## config.mk

```make
export PLATFORM = sky130hd
export DESIGN_NAME = rtws_ram
export DESIGN_NICKNAME = d
export VERILOG_FILES = /design/src/rtl/rtws_ram.sv
export SDC_FILE = /design/constraint.sdc
export NUM_CORES = 1
export LEC_CHECK = 0
export BUFFER_PORTS_ARGS = -buffer_cell sky130_fd_sc_hd__buf_2
export CORE_ASPECT_RATIO = 1.75
export CORE_MARGIN = 3
export CORE_UTILIZATION = 45
export CTS_CLUSTER_DIAMETER = 40
export DETAILED_ROUTE_END_ITERATION = 12
export PLACE_DENSITY = 0.7
export SETUP_SLACK_MARGIN = 0.02
export SLEW_MARGIN = 20
export SYNTH_ARGS = -nofsm -noshare
export SYNTH_HDL_FRONTEND = slang
export SYNTH_SLANG_ARGS = --single-unit
```

## constraint.sdc

```tcl
create_clock -name i_clk -period 2.9 [get_ports i_clk]
set_input_delay 0.145 -clock i_clk [delete_from_list [all_inputs] [get_ports i_clk]]
set_output_delay 0.145 -clock i_clk [all_outputs]
set_load 0.01 [all_outputs]
```

## src/rtl/rtws_ram.sv

```systemverilog
`default_nettype none
module rtws_ram #(
    parameter int W = 8,
    parameter int D = 16
) (
    input  wire logic                 i_clk,
    input  wire logic                 i_we,
    input  wire logic [$clog2(D)-1:0] i_waddr,
    input  wire logic [W-1:0]         i_wdata,
    input  wire logic                 i_re,
    input  wire logic [$clog2(D)-1:0] i_raddr,
    output logic      [W-1:0]         o_rdata
);

    logic [W-1:0] r_mem [D];
    logic [W-1:0] r_rdata;

    always_ff @(posedge i_clk) begin
        if (i_we) begin
            r_mem[i_waddr] <= i_wdata;
        end
        if (i_re) begin
            r_rdata <= r_mem[i_raddr];
        end
    end

    assign o_rdata = r_rdata;

endmodule
`default_nettype wire

```

[Yosys cells after proc, flatten, opt, wreduce, memory -nomap -nowiden]
Memory sizes are Yosys's and may differ from the RTL's. A register that Yosys moved wholly into a read port is not among the register bits.
Cells that the tools add are included.
Storage, ports and cells
  flip-flop bits (word level): 0
  memory bits (writable): 128
  bits of input ports: 19
  output and inout port bits: 8
  logic and storage cells: 3
  memories: 1
Memory list
  r_mem: depth 16, width 8, read ports 1, clocked after memory_dff 1, write ports 1, RTL line 15  | logic [W-1:0] r_mem [D];
Cells by class
  muxes and demuxes: 2
Operators with widths (count)
  $mux 1: 2

[Logic depth before layout (Yosys ltp)]
  word-level depth: 2
  mapped depth: 5
  depth with buffers taken out: 3

[Worst setup path after synthesis]
No wires, ideal clock.
  kind: input to register
  from: input port i_waddr[2]
  to: memory r_mem[0][0] (enable)
  library setup time: 0.383 ns
  arrival time: 1.255 ns
  data required time: 2.517 ns
  slack: 1.262 ns
  stages: 2
  path buffers: 0
  path through: or3b_2 nor3_1
RTL lines
  from (decl): RTL line 8  | input wire logic [$clog2(D)-1:0] i_waddr,
  to (decl): RTL line 15
No word-level cell before the write port.

==> flow_summary.yaml <==
sta:
  drv_slew: 0
  min_period_ns: 1.543
  holdWs_ns: 0.09454
  period_share_pct: 53.21
  relSlewSlack_pct: 33.78
  tns_ns: 0
  worstMarginPinSlew_ns: 0.9896
  fmaxAchievable_mhz: 648.1
  setup_viol: 0
  rsz0062_at_grt: "false"
  clock_skew_ns: 0.005711
  hold_viol: 0
routing:
  drcViolationCount: 0
  num_vias: 2416
  ant_nets: 0
  drt-wirelength-per-cell_um: 23.88
  firstDrtPassIters: 4
  routed_wl_um: 9886
  vias_per_cell: 5.836
  drtIter0Drc: 204
setup_path:
  crit_path_start_kind: "primary input"
  crit_fanout: 14
  r2r-end: "o_rdata[2]"
  critPathKind: "in -> reg"
  ff2ff_path_depth: 3
  cp-end-kind: "flop"
  slowest_stage: "mux4_1"
  crit_required_ns: 3.06
  critPathBufInv: 2
  rrSetupSlack_ns: 1.38
  crit_family: "buffers and inverters"
  worstPathCellList: "buf_2 -> buf_4 -> mux4_1 -> a22oi_1 -> nand2_1"
  reg2reg_from: "r_mem[1][2]"
  slowest_delay_ns: 0.61
  cp.arrival_ns: 1.70
synthesis:
  yosysSeqAreaShare_pct: 78.12
  synth_area_leaders: "edfxtp_1, mux4_2, mux4_1, a22oi_1, nor2_1"
  yosysTopAreaCell: "edfxtp_1"
  yosysWarningCount: 0
  syn_area_per_cell_um2: 22.83
  yosysMostFrequentCell: "edfxtp_1"
  ys_ff_latch: 136
  synth_edf_count: 136
  synth_ff_type: "edfxtp_1"
  synth_common_cells: "edfxtp_1, mux4_2, a22oi_1, mux4_1, nor2_1"
  async_flop_share_pct: 0
  ys_types: 18
  syn_inst: 229
  syn_area_mm2: 0.005228
  synth.top_cell.area_share_pct: 78.12
  synthesis.nets: 248
pwr:
  p_int_mw: 3.622
  p_seq_share_pct: 49.8
  switching_power_mw: 0.8523
  p_leak_nw: 2.019
  ir_drop_uv: 542.3
  switching_share_pct: 19.05
  combPwrFrac_pct: 4.3
  clockPowerShare_pct: 45.9
  powerDensity_mw_per_mm2: 739.0
layout:
  utilization_pct: 53.91
  diodes: 0
  area_growth_pct: 15.82
  final.fill_count: 854
  layout.nets: 290
  stdcell_area_mm2: 0.006055
  drive_gt1_share_pct: 27.66
  fin_cells: 414
hold_path:
  hold_depth: 1
  hold_path_class: "in -> reg"
  min_to: "o_rdata[0]"
  hp-start: "i_re"
place:
  port-buffer-count: 26
  dp.cells: 384
  placed_area_mm2: 0.005489
  dpl.hpwl_um: 6574
  gp_congestion: 0.8067
floorplanning:
  dieArea_mm2: 0.01300
  die_y_um: 148.6
  start_util_pct: 46.55
  std_cell_rows: 51
  io_pins: 27
  die_w_um: 87.48
  core_mm2: 0.01123
clock_network:
  postCtsHoldBufs: 0
  cts_inserted_buffers: 17
  htree_levels: 4
  worstSkewPairLatency_ns: 0.41
  post_cts_buffers: 0
  path_clk_slew_ns: 0.06
  clock_path_buffers: 2
  post_cts_resized: 0
  cts_num_sinks: 136
  cts_tree: "done"
  cts_root_buf: "clkbuf_16"
job:
  drv_cap: 0
grt:
  grt_use_total_pct: 16.77
  grt_overflow: 0
  antenna_found_initial: 0
  grt_first_pass_wirelength_um: 15060
  grt_pass1_vias: 2593
  grt_max_degree: 33
outcome:
  status: "finished, final reports clean"
-- cells in the final DEF (no fill, tap or decap), drive strengths merged --
cell,instances
nand3b,2
clkbuf,19
clkinvlp,2
and2,1
mux4,32
and2b,1
clkinv,6
edfxtp,136
buf,33
nor2,13
nand2b,2
nand2,9
a22oi,16
nor2b,1
bufinv,3
nand3,1
or3b,1
nor3,4
-- cell type report --
class                   instances  area (um^2)  share of cell area [%]
clock inverters                11        132.6                   2.191
clock buffers                  19        432.9                   7.150
well taps                     132        165.2                   2.728
flip-flops and latches        136         4084                   67.45
repair buffers                 33        182.7                   3.017
multi-input cells              83         1057                   17.46
-- state kept, by name, summed over array words and instances, names as in the netlist --
name / count
o_rdata: 8
r_mem: 128
-- power by group through the flow --
stage / combinational (mW) / sequential [mW] / clock (mW)
after floorplan: 0.112 / 2.27 / 0
after global placement: 0.189 / 2.27 / 0
after detailed placement: 0.195 / 2.27 / 0
after CTS: 0.196 / 2.23 / 2.07
after global routing: 0.210 / 2.23 / 2.16
final: 0.193 / 2.23 / 2.05
-- logic make-up (layout without fill, tap and decap cells) --
logic type	after synthesis	after routing	synth area share, %
and+or+nand+nor	35	35	3.136
muxes	32	32	14.79
buffers and inverters	10	63	1.651
DFF	136	136	78.12
AOI/OAI and AO/OA	16	16	2.298
-- metrics by stage --
stage | worst slack, ns | power [mW]
floorplan | 1.262 | 2.381
global placement | 0.9991 | 2.455
detailed placement | 0.9271 | 2.463
CTS | 1.356 | 4.497
global route | 1.247 | 4.598
finish | 1.357 | 4.474
-- worst reg2reg max path, cell delays in order (launching register included) --
cell and delay [ns]:
edfxtp_1 0.37, mux4_1 0.51, a22oi_1 0.29, nand2_1 0.10
-- layer usage --
metal  global-route usage [%]  part of all wire (%)  vias to the layer above
met1                    19.46                    38                     1264
met3                    5.266                   4.7                        8
met4                    7.527                   1.3                        0
met2                    28.10                    56                       80
met5                        0                     0                        -
li1                         -                     -                     1064
-- worst max path at each step --
stage / from / to / slack [ns] / cells after the start
3_3_place_gp: i_raddr[0] / o_rdata[5] / 1.0 / 5
5_1_grt: i_raddr[0] / o_rdata[5] / 1.25 / 5
4_1_cts: i_raddr[0] / o_rdata[5] / 1.36 / 5
6_report: i_raddr[0] / o_rdata[5] / 1.36 / 5
3_5_place_dp: i_raddr[0] / o_rdata[5] / 0.93 / 5
2_1_floorplan: i_waddr[2] / r_mem[0][0] / 1.26 / 2
No activity file was read; power rests on OpenSTA's default activity.
