<file path="config.mk">
export PLATFORM = sky130hd
export DESIGN_NAME = rtws_div
export DESIGN_NICKNAME = d
export VERILOG_FILES = /design/src/rtl/rtws_pkg.sv /design/src/rtl/rtws_div.sv
export SDC_FILE = /design/constraint.sdc
export NUM_CORES = 1
export LEC_CHECK = 0
export ABC_AREA = 0
export BUFFER_PORTS_ARGS = -buffer_cell sky130_fd_sc_hd__buf_2
export CAP_MARGIN = 25
export CORE_MARGIN = 2
export CORE_UTILIZATION = 52
export DETAILED_ROUTE_END_ITERATION = 10
export MAX_ROUTING_LAYER = met4
export PLACE_DENSITY = 0.77
export SKIP_CTS_REPAIR_TIMING = 1
export SLEW_MARGIN = 20
export SYNTH_ARGS = -nofsm -noshare
export SYNTH_HDL_FRONTEND = slang
export SYNTH_SLANG_ARGS = --single-unit
</file>
<file path="constraint.sdc">
create_clock -name i_clk -period 2.9 [get_ports i_clk]
set_clock_uncertainty 0.15 [all_clocks]
set_input_delay 0.145 -clock i_clk [delete_from_list [all_inputs] [get_ports i_clk]]
set_output_delay 0.145 -clock i_clk [all_outputs]
set_load 0.02 [all_outputs]
</file>
<file path="src/rtl/rtws_pkg.sv">
`default_nettype none
package rtws_pkg;

    localparam int DEPTH       = 1024;
    localparam int VOLUME_BITS = 24;

    localparam int PTR_W   = $clog2(DEPTH);
    localparam int CNT_W   = $clog2(DEPTH + 1);
    localparam int TIME_W  = 17;
    localparam int VIN_W   = 24;
    localparam int SIDE_W  = 2;
    localparam int WIN_W   = 11;
    localparam int WSEC_W  = WIN_W + 6;
    localparam int ENTRY_W = TIME_W + VOLUME_BITS + SIDE_W;

    localparam int SUM_W   = VOLUME_BITS + CNT_W;
    localparam int SSUM_W  = SUM_W + 1;
    localparam int A_W     = CNT_W + 2;
    localparam int ACC_W   = 2 * A_W + CNT_W;
    localparam int MA_W    = (ACC_W > SUM_W) ? ACC_W : SUM_W;
    localparam int PROD_W  = MA_W + CNT_W;
    localparam int DIV_W   = PROD_W + 16;
    localparam int DCNT_W  = $clog2(DIV_W);

    localparam int IN_W    = 48;
    localparam int OUT_W   = 216;

    localparam int O_TC_W   = 11;
    localparam int O_TV_W   = 35;
    localparam int O_BC_W   = 11;
    localparam int O_IR_W   = 36;
    localparam int O_IN_W   = 28;
    localparam int O_MV_W   = 32;
    localparam int O_BF_W   = 17;
    localparam int O_COV_W  = 20;
    localparam int O_CORR_W = 24;

    localparam int WIN_RESET = 5;
    localparam int CORR_MAX  = 4194304;

    localparam logic [SIDE_W-1:0] SIDE_NONE = 2'b00;
    localparam logic [SIDE_W-1:0] SIDE_BUY  = 2'b01;
    localparam logic [SIDE_W-1:0] SIDE_SELL = 2'b11;

    typedef enum logic [2:0] {
        DV_IMB,
        DV_MEAN,
        DV_BFRAC,
        DV_COV,
        DV_CORR
    } t_div_sel;

    typedef struct packed {
        logic             start;
        logic [DIV_W-1:0] num;
        logic [DIV_W-1:0] den;
    } t_div_req;

    typedef struct packed {
        logic             done;
        logic [DIV_W-1:0] quot;
    } t_div_rsp;

    function automatic logic [PTR_W-1:0] wrap_add(input logic [PTR_W-1:0] p,
                                                  input logic [CNT_W-1:0] k);
        logic [CNT_W:0] s;
        s = (CNT_W+1)'(p) + (CNT_W+1)'(k);
        if (s >= (CNT_W+1)'(DEPTH)) begin
            s = s - (CNT_W+1)'(DEPTH);
        end
        return s[PTR_W-1:0];
    endfunction

endpackage
`default_nettype wire

</file>
<file path="src/rtl/rtws_div.sv">
`default_nettype none
module rtws_div import rtws_pkg::*; (
    input  wire logic     i_clk,
    input  wire logic     i_rst_n,
    input  wire t_div_req i_req,
    output t_div_rsp      o_rsp
);

    logic              r_busy, n_busy;
    logic              r_done, n_done;
    logic [DCNT_W-1:0] r_cnt, n_cnt;
    logic [DIV_W-1:0]  r_rem, n_rem;
    logic [DIV_W-1:0]  r_sh, n_sh;
    logic [DIV_W-1:0]  r_den, n_den;
    logic [DIV_W:0]    w_try;
    logic [DIV_W:0]    w_sub;
    logic              w_ge;

    assign w_try = {r_rem, r_sh[DIV_W-1]};
    assign w_sub = w_try - {1'b0, r_den};
    assign w_ge  = w_try >= {1'b0, r_den};

    always_comb begin
        n_busy = r_busy;
        n_done = 1'b0;
        n_cnt  = r_cnt;
        n_rem  = r_rem;
        n_sh   = r_sh;
        n_den  = r_den;
        if (i_req.start) begin
            n_busy = 1'b1;
            n_cnt  = '0;
            n_rem  = '0;
            n_sh   = i_req.num;
            n_den  = i_req.den;
        end else if (r_busy) begin
            n_rem = w_ge ? w_sub[DIV_W-1:0] : w_try[DIV_W-1:0];
            n_sh  = {r_sh[DIV_W-2:0], w_ge};
            n_cnt = r_cnt + 1'b1;
            if (r_cnt == DCNT_W'(DIV_W - 1)) begin
                n_busy = 1'b0;
                n_done = 1'b1;
            end
        end
    end

    always_ff @(posedge i_clk) begin
        if (!i_rst_n) begin
            r_busy <= 1'b0;
            r_done <= 1'b0;
        end else begin
            r_busy <= n_busy;
            r_done <= n_done;
        end
    end

    always_ff @(posedge i_clk) begin
        r_cnt <= n_cnt;
        r_rem <= n_rem;
        r_sh  <= n_sh;
        r_den <= n_den;
    end

    assign o_rsp.done = r_done;
    assign o_rsp.quot = r_sh;

endmodule
`default_nettype wire

</file>
; Word-level counts from Yosys, hierarchy flattened
; Index checks and enable logic that the tools add are counted.
[classes]
add_sub_neg = 2
magnitude_cmp = 1
eq_ne = 1
muxes = 7
bitwise_logic = 2
n_reduce_logical = 2
[op_table]
columns = cell, n
row1 = 2-to-1 mux 64 bit, 3
row2 = greater-or-equal comparator 65 x 64 -> 1 bit, 1
row3 = subtractor 64 bit, 1
row4 = adder 6 x 1 -> 6 bit (second input constant), 1
row5 = == test 6 bit (second input constant), 1
row6 = 2-to-1 mux 1 bit, 4
row7 = OR reduction 3 bit, 1
row8 = NOT 1 bit, 2
row9 = nonzero test 2 bit, 1
[word_totals]
register_bits = 200
input_bits = 131
out_inout_bits = 65
elab_cells = 21

; Logic depth before layout (Yosys ltp)
; Gate-level depths: netlist of run 1.
[logic_depth]
depth_word = 4
mapped_depth = 15
ltp_nobuf = 13

; Least setup slack after synthesis of run 1
; Ideal clock, no wire load.
[synth_path]
kind = flip-flop to flip-flop
from = reg r_sh[63]
to = reg r_rem[62]
setup_ns = 0.087
t_arrival_ns = 3.020
t_required_ns = 2.663
slack_ns = -0.357
path_stages_with_launch = 14
path_buffers = 0
synth_period_minus_slack_ns = 3.257
path_cell_list = edfxtp_1 -> inv_1 -> ha_1 -> fa_1 -> nor2b_1 -> o21bai_1 -> a21oi_1 -> a21oi_1 -> nor3_1 -> nor2_1 -> o41ai_1 -> a31oi_1 -> xor2_1 -> o31ai_1
[synth_via]
elab_chain_len = 2
elab_cells_between_ends = 3
cone_classes = add/sub: 1 / order compare: 1 / mux: 1
[synth_rtl]
columns = element, line_no
row1 = "start, declared", rtws_div.sv:13  ; logic [DIV_W-1:0] r_sh, n_sh;
row2 = "start signal, assigned", rtws_div.sv:60  ; r_sh <= n_sh;
row3 = subtractor 64 bit / greater-or-equal comparator 65 x 64 -> 1 bit (equally long branches), "rtws_div.sv:20, rtws_div.sv:21"
row4 = 2-to-1 mux 64 bit *, rtws_div.sv:37  ; n_rem = w_ge ? w_sub[DIV_W-1:0] : w_try[DIV_W-1:0];
row5 = "end signal, assigned", rtws_div.sv:59  ; r_rem <= n_rem;
row6 = "end, declared", rtws_div.sv:12  ; logic [DIV_W-1:0] r_rem, n_rem;
; Mark *: on every way between the ends. The rest lies on a longest branch, timed or not.
; A chain may end at the register's enable or synchronous reset.

; Worst setup path after layout of run 1
[layout_path]
from = reg r_den[12]
to = reg r_rem[12]
[layout_via]
elab_chain_len = 2
elab_cells_between_ends = 3
cone_classes = add/sub: 1 / order compare: 1 / mux: 1
[layout_rtl]
columns = element, line_no
row1 = "start, declared", rtws_div.sv:14  ; logic [DIV_W-1:0] r_den, n_den;
row2 = "start signal, assigned", rtws_div.sv:61  ; r_den <= n_den;
row3 = subtractor 64 bit / greater-or-equal comparator 65 x 64 -> 1 bit (equally long branches), "rtws_div.sv:20, rtws_div.sv:21"
row4 = 2-to-1 mux 64 bit *, rtws_div.sv:37
; Marks and branches as above.

==> results of run 1 <==
-- worst max-delay path, stage by stage (launching register included) --
cell and delay [ns]:
edfxtp_1 0.33, inv_1 0.11, ha_4 0.33, nand2_4 0.08, nor4_4 0.28, inv_2 0.08
o31ai_4 0.32, a31oi_4 0.15, o21ba_4 0.26, o21ai_4 0.23, a21o_4 0.33, buf_12 0.17
mux2i_1 0.08, a211oi_1 0.43
-- cell families (layout without fill, tap and decap cells) --
family	count (synthesis)	after routing
AO/OA/AOI/OAI	314	315
AND/OR/NAND/NOR	312	312
flip-flops	200	200
buffers and inverters	148	691
multiplexers	116	116
adder cells (fa/ha/maj)	66	66
XOR/XNOR	61	61
-- state kept, by name (all words and copies together), names as in the netlist --
signal  cells
r_done      1
r_rem      64
r_busy      1
r_sh       64
r_den      64
r_cnt       6
-- layout by cell type (no fill, tap or decap), types with 26 or more instances in the layout --
cell type / instances
buf_4: 235
buf_2: 194
dlygate4sd3_1: 130
edfxtp_1: 128
nor2_1: 98
inv_1: 75
dfxtp_1: 71
nand2_1: 70
a21oi_1: 68
mux2_2: 65
a211oi_1: 43
ha_1: 42
mux2i_1: 40
xnor2_1: 34
o21ai_0: 33
a21o_1: 26
xor2_1: 26
-- final cells by class --
type | instances | area, µm²
multi-input cells | 870 | 7070
flip-flops and latches | 200 | 5290
fillers | 1336 | 4710
inverters | 81 | 304
clock buffers | 18 | 439
well taps | 313 | 392
clock inverters | 14 | 185
repair buffers | 578 | 4390
-- how the worst min path moves through the flow --
| stage | startpoint | end | depth (start not counted) |
|---|---|---|---|
| 3_3_place_gp | i_req[8] | r_den[8] | 1 |
| 6_report | i_req[47] | r_den[47] | 2 |
| 4_1_cts | i_req[7] | r_den[7] | 1 |
| 5_1_grt | i_req[47] | r_den[47] | 2 |
| 2_1_floorplan | i_req[0] | r_den[0] | 0 |
| 3_5_place_dp | i_req[55] | r_den[55] | 1 |
-- per-layer routing --
layer | track usage [%] | share of wire [%]
met3 | 4.38 | 6.5
met2 | 47.0 | 50
met1 | 32.4 | 39
met5 | - | 0
met4 | 9.48 | 4.5
-- where the power goes --
group	switching, W	total (W)	internal (W)
registers	0.000189	0.00351	0.00332
clock network	0.00131	0.00252	0.00121
logic	0.00192	0.00371	0.00180
-- metrics by stage --
| step | utilization (%) | worst slack (ns) | total power (W) | cells |
|---|---|---|---|---|
| 6_report | 79.3 | -0.595 | 0.00975 | 2074 |
| 5_1_grt | 79.3 | -0.721 | 0.0101 | 2074 |
| 4_1_cts | 69.0 | -0.544 | 0.00900 | 1922 |
| 3_5_place_dp | 66.2 | -0.479 | 0.00648 | 1890 |
| 3_3_place_gp | 66.2 | -0.421 | 0.00642 | 1890 |
| 2_1_floorplan | - | -0.118 | 0.00532 | 1217 |
==> flow_summary.toml, run 1 <==
[run_status]
outcome = "finished with violations"
failed_checks = "negative setup slack"

[synthesis]
ys_ff_latch = 200
synth_fa_ha_area_share_pct = 6.88
synth.area.top_cells = "edfxtp_1 (32%), dfxtp_1 (12%), ha_1 (6.7%), mux2_2 (6.1%), mux2i_1 (4.1%)"
yosysUniqueCellTypes = 75
syn-num-nets = 1414
synth_top_family_by_area = "compound AO/OA/AOI/OAI gates"
synth_top_cells_by_count = "edfxtp_1 (128), nor2_1 (106), a21oi_1 (91), inv_1 (80), nand2_1 (79)"
synthMuxAreaShare_pct = 10.3
synth_edf_count = 128
synth_top_area_share_pct = 31.7
syn_area_mm2 = 0.0121
synth_compound_area_share_pct = 17.2
yosysWarnings = 0
syn_inst = 1217
synth_xor_area_share_pct = 4.41
synthFlopType = "edfxtp_1"
yosys.area_share.simple_pct = 12.3
avgSynthCellArea_um2 = 9.95
yosys.area.top_type = "edfxtp_1"
synthArstFlopShare_pct = 0
yosysMostFrequentCell = "edfxtp_1"
seq_area_frac_synth_pct = 43.6

[route]
dr.pass1.iters = 5
drcViolationCount = 0
totalWireLength_mm = 40.2
num_vias = 12000
drt_iter0_markers = 913
ant_nets = 0
wl_per_cell_um = 19.4
viasPerCell = 5.77

[critical_path]
start_kind = "flip-flop"
r2r_start = "r_den[12]"
endpoint_kind = "flip-flop"
cp.required_ns = 3.07
path_class = "reg2reg"
cp.arrival_ns = 3.66
cp_max_fo = 7
crit_start = "r_den[12]"
r2r_end = "r_rem[12]"
worstSetupEndpoint = "r_rem[12]"
r2r_slack_ns = -0.60
rr_worst_depth = 13

[clock_tree]
clk_latency_ns = 0.46
cts_tree = "yes"
clockRootBuffer = "clkbuf_16"
clk_pin_slew_ns = 0.08
clock-sinks = 200
cts_buffer_depth = 2
htreeDepth = 4
cts-buffers-inserted = 17

[final_layout]
design_area_mm2 = 0.0181
area_growth_pct = 49.2
fin_nets = 1945
antenna_cells = 0
drive_gt1_share_pct = 39.5

[grt]
grt_pass1_vias = 10900
grt.total_usage_pct = 27.2
overflow = 0
grt_max_degree = 95
grt_pass1_wl_mm = 51.8
antenna_found_initial = 0

[floorplanning]
dieArea_mm2 = 0.0245
rows = 55
initial_core_util_pct = 53.2
core_area_mm2 = 0.0228
die_w_um = 157
ioPinCount = 196
die_h_um = 157

[placement]
place_hpwl_mm = 23.9
gp_congestion = 0.929
placed_area_mm2 = 0.0151
port-buffer-count = 195

[timing]
rsz0062_at_grt = "yes"
finalHoldViolations = 0
finalCriticalPeriod_ns = 3.50
fmax_mhz = 286
maxSlewHeadroom_pct = 58.2
tightest_slew_ns = 0.625
setup_viol = 65
hold_slack_ns = 0.246
min_period_over_period_pct = 121
tns_ns = -22.86
maxSlewViolCount = 0
finalWorstSetupSlack_ns = -0.595

[pwr]
irDropWorstVdd_uv = 351
total_leakage_power_nw = 7.77
powerDensity_mw_per_mm2 = 539

[worst_hold_path]
hold_class = "in2reg"

[run]
drv_cap = 0
No activity file was read; power rests on OpenSTA's default activity.
==> run 2: changes to the inputs <==
==> constraint.sdc (replaced) <==
create_clock -name i_clk -period 3 [get_ports i_clk]
set_clock_uncertainty 0.15 [all_clocks]
set_input_delay 0.15 -clock i_clk [delete_from_list [all_inputs] [get_ports i_clk]]
set_output_delay 0.15 -clock i_clk [all_outputs]
set_load 0.02 [all_outputs]
==> run 2 against run 1 <==
Sequential share of layout area increased by 0.63 points. Worst hold slack got worse by 0.19 ns. Cell count decreased by 2.0%. Register-to-register slack improved by 0.34 ns. Die area unchanged. The run still ends with negative setup slack left. Utilization decreased by 1.7 points. Combinational power decreased by 7.5%. Critical endpoint is now r_rem[29]. Power decreased by 5.0%. First-iteration DRC count increased by 4.5%. Via count decreased by 3.4%.
==> flow_summary.toml, run 2 (synthesized netlist as in run 1, its figures left out) <==
[critical_path]
cp_top_family = "compound AO/OA/AOI/OAI gates"
start_kind = "flip-flop"
cp.required_ns = 3.17
cp.arrival_ns = 3.43
crit_path_cell_trace = "inv_1, ha_4, nand4_1, nor3_2, or4b_4, o21ai_2, o21ba_4, o21ai_4, a21o_4, clkbuf_16, mux2i_2, a211oi_1"
r2r_start = "r_den[37]"
cpMaxStageDelayCell = "or4b_4"
cpPeakStageDelay_ns = 0.51
endpoint_kind = "flip-flop"
crit_start = "r_den[37]"
path_buf_inv = 2
path_class = "reg2reg"
cp_max_fo = 7

[run_status]
failed_checks = "negative setup slack"
outcome = "finished with violations"

[final_layout]
final_cell_mix = "buf_4 (195), buf_2 (194), dlygate4sd3_1 (129)"
drive_gt1_share_pct = 37.7
area_growth_pct = 46.1
antenna_cells = 0
layout_commonest_cell = "buf_4"
fin_nets = 1903
reg.largest.list = "r_den x64, r_rem x64, r_sh x64"

[timing]
min_period_over_period_pct = 109
maxSlewHeadroom_pct = 51.6
setup_viol = 63
hold_slack_ns = 0.0528
maxSlewViolCount = 0
fmax_mhz = 307
tightest_slew_ns = 0.726
finalWorstSetupSlack_ns = -0.258
finalCriticalPeriod_ns = 3.26
rsz0062_at_grt = "yes"
finalHoldViolations = 0

[clock_tree]
cts_tree = "yes"
cts_buffer_depth = 2
htreeDepth = 4
clk_pin_slew_ns = 0.08
clock-sinks = 200
clockRootBuffer = "clkbuf_16"
cts-buffers-inserted = 17
clk_latency_ns = 0.47

[route]
drt_iter0_markers = 954
num_vias = 11600
dr.pass1.iters = 6
ant_nets = 0
totalWireLength_mm = 37.7
drcViolationCount = 0
viasPerCell = 5.69
wl_per_cell_um = 18.5

[worst_hold_path]
hold_class = "in2reg"
worstHoldStart = "i_req[128]"

[floorplanning]
initial_core_util_pct = 53.2
core_area_mm2 = 0.0228
dieArea_mm2 = 0.0245
rows = 55
ioPinCount = 196
die_w_um = 157
die_h_um = 157

[grt]
grt.total_usage_pct = 27.1
grt_pass1_vias = 10400
grt_pass1_wl_mm = 51.2
grt_util_met3_pct = 4.62
use_met2_pct = 44.7
antenna_found_initial = 0
busiest_layer = "met2"
grt_use_met1_pct = 33.6
grt_max_degree = 73
overflow = 0

[placement]
place_hpwl_mm = 23.9
place_ws_ns = -0.271
port-buffer-count = 195
gp_congestion = 0.962

[pwr]
irDropWorstVdd_uv = 360
powerDensity_mw_per_mm2 = 523
total_leakage_power_nw = 7.55

[run]
drv_cap = 0
## run 2: final timing paths
check	to	slack [ns]	cells after the start
max	r_rem[29]	-0.26	12
min	r_den[22]	0.05	1
max reg2reg	r_rem[29]	-0.26	12
min reg2reg	r_cnt[5]	0.35	2
## run 2: routing by layer
layer | up-vias | wire, µm
li1 | 5452 | -
met1 | 5509 | 15800
met2 | 494 | 18500
met3 | 101 | 2170
met4 | 0 | 1130
met5 | - | 0
## run 2: cell type report
cell class	instances	area (µm²)
clock inverter	14	188
clock buffer	18	429
sequential	200	5290
timing repair buffer	536	4070
tap	313	392
fill	1425	5090
inverter	81	304
multi-input combinational	870	7020
## run 2: where the power goes
part           internal, W  total (W)  switching (W)
registers          0.00321    0.00339       0.000181
logic              0.00166    0.00343        0.00177
clock network      0.00115    0.00244        0.00129
## run 2: metrics by stage
stage	cell area [µm²]	util (%)	power (W)	std cells	TNS, ns
after detailed placement	14800	65.0	0.00619	1854	-13.14
after floorplan	12200	-	0.00514	1217	-0.547
final	17700	77.7	0.00925	2032	-8.26
after global placement	14800	65.0	0.00614	1854	-6.98
after global routing	17700	77.7	0.00962	2032	-13.68
after CTS	15400	67.7	0.00862	1886	-15.53
## run 2: worst register-to-register path: stages, from the launching register on
cell and delay (ns):
edfxtp_1 0.34, inv_1 0.07, ha_4 0.27, nand4_1 0.16, nor3_2 0.23, or4b_4 0.51
o21ai_2 0.13, o21ba_4 0.18, o21ai_4 0.20, a21o_4 0.31, clkbuf_16 0.22, mux2i_2 0.22
a211oi_1 0.12
==> run 3: changes to the inputs <==
--- a/config.mk
+++ b/config.mk
@@ -18,3 +18,4 @@
 export SYNTH_ARGS = -nofsm -noshare
 export SYNTH_HDL_FRONTEND = slang
 export SYNTH_SLANG_ARGS = --single-unit
+export TNS_END_PERCENT = 1
==> constraint.sdc (replaced) <==
create_clock -name i_clk -period 2.8 [get_ports i_clk]
set_clock_uncertainty 0.15 [all_clocks]
set_input_delay 0.14 -clock i_clk [delete_from_list [all_inputs] [get_ports i_clk]]
set_output_delay 0.14 -clock i_clk [all_outputs]
set_load 0.02 [all_outputs]
==> run 3 against run 2 <==
The flow still finishes with violations (negative setup slack). Sequential share of layout area down 0.37 points. Clock-buffer cell count did not move. Flip-flop and latch count unchanged. Die area unchanged. Via count grew 1.6%. Worst hold slack got worse by 0.047 ns. Worst setup slack got worse by 0.28 ns. Power rose by 6.3%. First-iteration DRC count is 9.9% lower. Global-route usage rose by 1.0 points. Routed wire length increased by 1.5%. Final area increased by 1.3%. Critical endpoint is now r_rem[30]. Largest cell class unchanged. Largest power group unchanged.
==> flow_summary.toml, run 3 (synthesized netlist as in run 1, its figures left out) <==
[pwr]
p_int_w = 0.00648
irDropWorstVdd_uv = 370
netSwitchingPower_w = 0.00336
pwr-share-seq_pct = 36.7
total_leakage_power_nw = 7.86
powerDensity_mw_per_mm2 = 549
finalPower_w = 0.00984
swShare_pct = 34.2
pwr-share-clk_pct = 25.8
pwr-share-comb_pct = 37.5

[timing]
setup_viol = 65
finalCriticalPeriod_ns = 3.34
rsz0062_at_grt = "yes"
min_period_over_period_pct = 119
hold_slack_ns = 0.00558
tightest_slew_ns = 0.606
maxSlewHeadroom_pct = 59.6
finalWorstSetupSlack_ns = -0.541
fmax_mhz = 299
maxSlewViolCount = 0
finalHoldViolations = 0

[route]
drt-met1-wl_mm = 15.0
wl_per_cell_um = 18.1
viasPerCell = 5.56
highest_layer = "met4"
drcViolationCount = 0
wl_met2_mm = 19.5
route.met3.wl_mm = 2.48
dr.pass1.iters = 6
totalWireLength_mm = 38.2
drt_iter0_markers = 860
num_vias = 11700
ant_nets = 0

[critical_path]
r2r_end = "r_rem[30]"
path_class = "reg2reg"
start_kind = "flip-flop"
rr_worst_depth = 14
endpoint_kind = "flip-flop"
r2r_slack_ns = -0.54
r2r_start = "r_den[0]"
cp.required_ns = 2.96
cp_max_fo = 6
cp.arrival_ns = 3.50

[worst_hold_path]
hold_end = "r_den[21]"
hold_depth = 1
hold_class = "in2reg"
worstHoldStart = "i_req[128]"

[grt]
overflow = 0
grt_max_degree = 95
grt_pass1_vias = 11000
grt_pass1_wl_mm = 53.4
grt.total_usage_pct = 28.2
antenna_found_initial = 0

[final_layout]
fin_nets = 1980
final_cells = 2109
reg.largest.list = "r_den x64, r_rem x64, r_sh x64"
drive_gt1_share_pct = 37.8
final_core_util_pct = 78.6
seqCellArea_mm2 = 0.00529
fillers = 1410
final_cell_mix = "buf_4 (273), buf_2 (194), dlygate4sd3_1 (129)"
layout_commonest_cell = "buf_4"
area_growth_pct = 47.9
antenna_cells = 0
multi_input_area_mm2 = 0.00669

[clock_tree]
clock-sinks = 200
cts_buffer_depth = 2
cts-buffers-inserted = 17
clk_pin_slew_ns = 0.08
cts_tree = "yes"
clockRootBuffer = "clkbuf_16"
clk_latency_ns = 0.46
htreeDepth = 4

[run_status]
failed_checks = "negative setup slack"
outcome = "finished with violations"

[floorplanning]
die_w_um = 157
initial_core_util_pct = 53.2
dieArea_mm2 = 0.0245
core_area_mm2 = 0.0228
rows = 55
die_h_um = 157
ioPinCount = 196

[placement]
place_hpwl_mm = 24.9
numPlacedInstances = 1935
place_ws_ns = -0.529
gp_congestion = 0.984
port-buffer-count = 195

[run]
drv_cap = 0
## run 3: cell count changes in the layout (fill, tap and decap cells not counted), sizes merged
cell      change
buf          +78
clkinvlp      +1
clkinv        -1
clkbuf        -1
## run 3: metrics by stage
step	cell area, µm²	setup TNS, ns
6_report	17900	-26.06
5_1_grt	17900	-33.79
4_1_cts	16000	-31.63
3_5_place_dp	15400	-29.39
3_3_place_gp	15400	-27.03
2_1_floorplan	12200	-12.82
## run 3: area by class of cell
cell class | instances | share of cell area, %
Inverter | 81 | 1.70
Timing Repair Buffer | 613 | 25.9
Sequential cell | 200 | 29.5
Clock buffer | 18 | 2.40
Multi-Input combinational cell | 870 | 37.4
Tap cell | 313 | 2.19
Clock inverter | 14 | 0.985
## run 3: layer usage
metal	vias to the layer above	GRT usage [%]
met3	93	4.18
li1	5610	-
met4	0	7.73
met1	5518	33.5
met5	-	-
met2	515	49.9
## run 3: worst max-delay path, cell delays in order, from the launching register on
cell       delay (ns)
edfxtp_1         0.40
ha_2             0.22
buf_4            0.13
nand2b_4         0.14
a21oi_2          0.15
nor2_1           0.06
buf_4            0.14
o31ai_4          0.35
a31oi_4          0.16
o21ba_4          0.24
o21ai_4          0.19
a21o_4           0.27
clkbuf_16        0.20
mux2i_1          0.27
a211oi_1         0.13
## run 3: worst max-delay path by stage
stage | endpoint | from | cells past startpoint
floorplan | r_sh[0] | r_den[8] | 14
global placement | r_rem[28] | r_den[14] | 13
detailed placement | r_rem[62] | r_sh[63] | 14
CTS | r_rem[33] | r_den[4] | 15
global route | r_rem[39] | r_den[24] | 13
finish | r_rem[30] | r_den[0] | 14
## run 3: power groups by stage
stage / sequential (W) / clock, W / combinational (W)
global placement: 0.00364 / 0 / 0.00308
detailed placement: 0.00365 / 0 / 0.00315
global route: 0.00364 / 0.00267 / 0.00396
floorplan: 0.00375 / 0 / 0.00174
finish: 0.00361 / 0.00254 / 0.00369
CTS: 0.00359 / 0.00257 / 0.00318
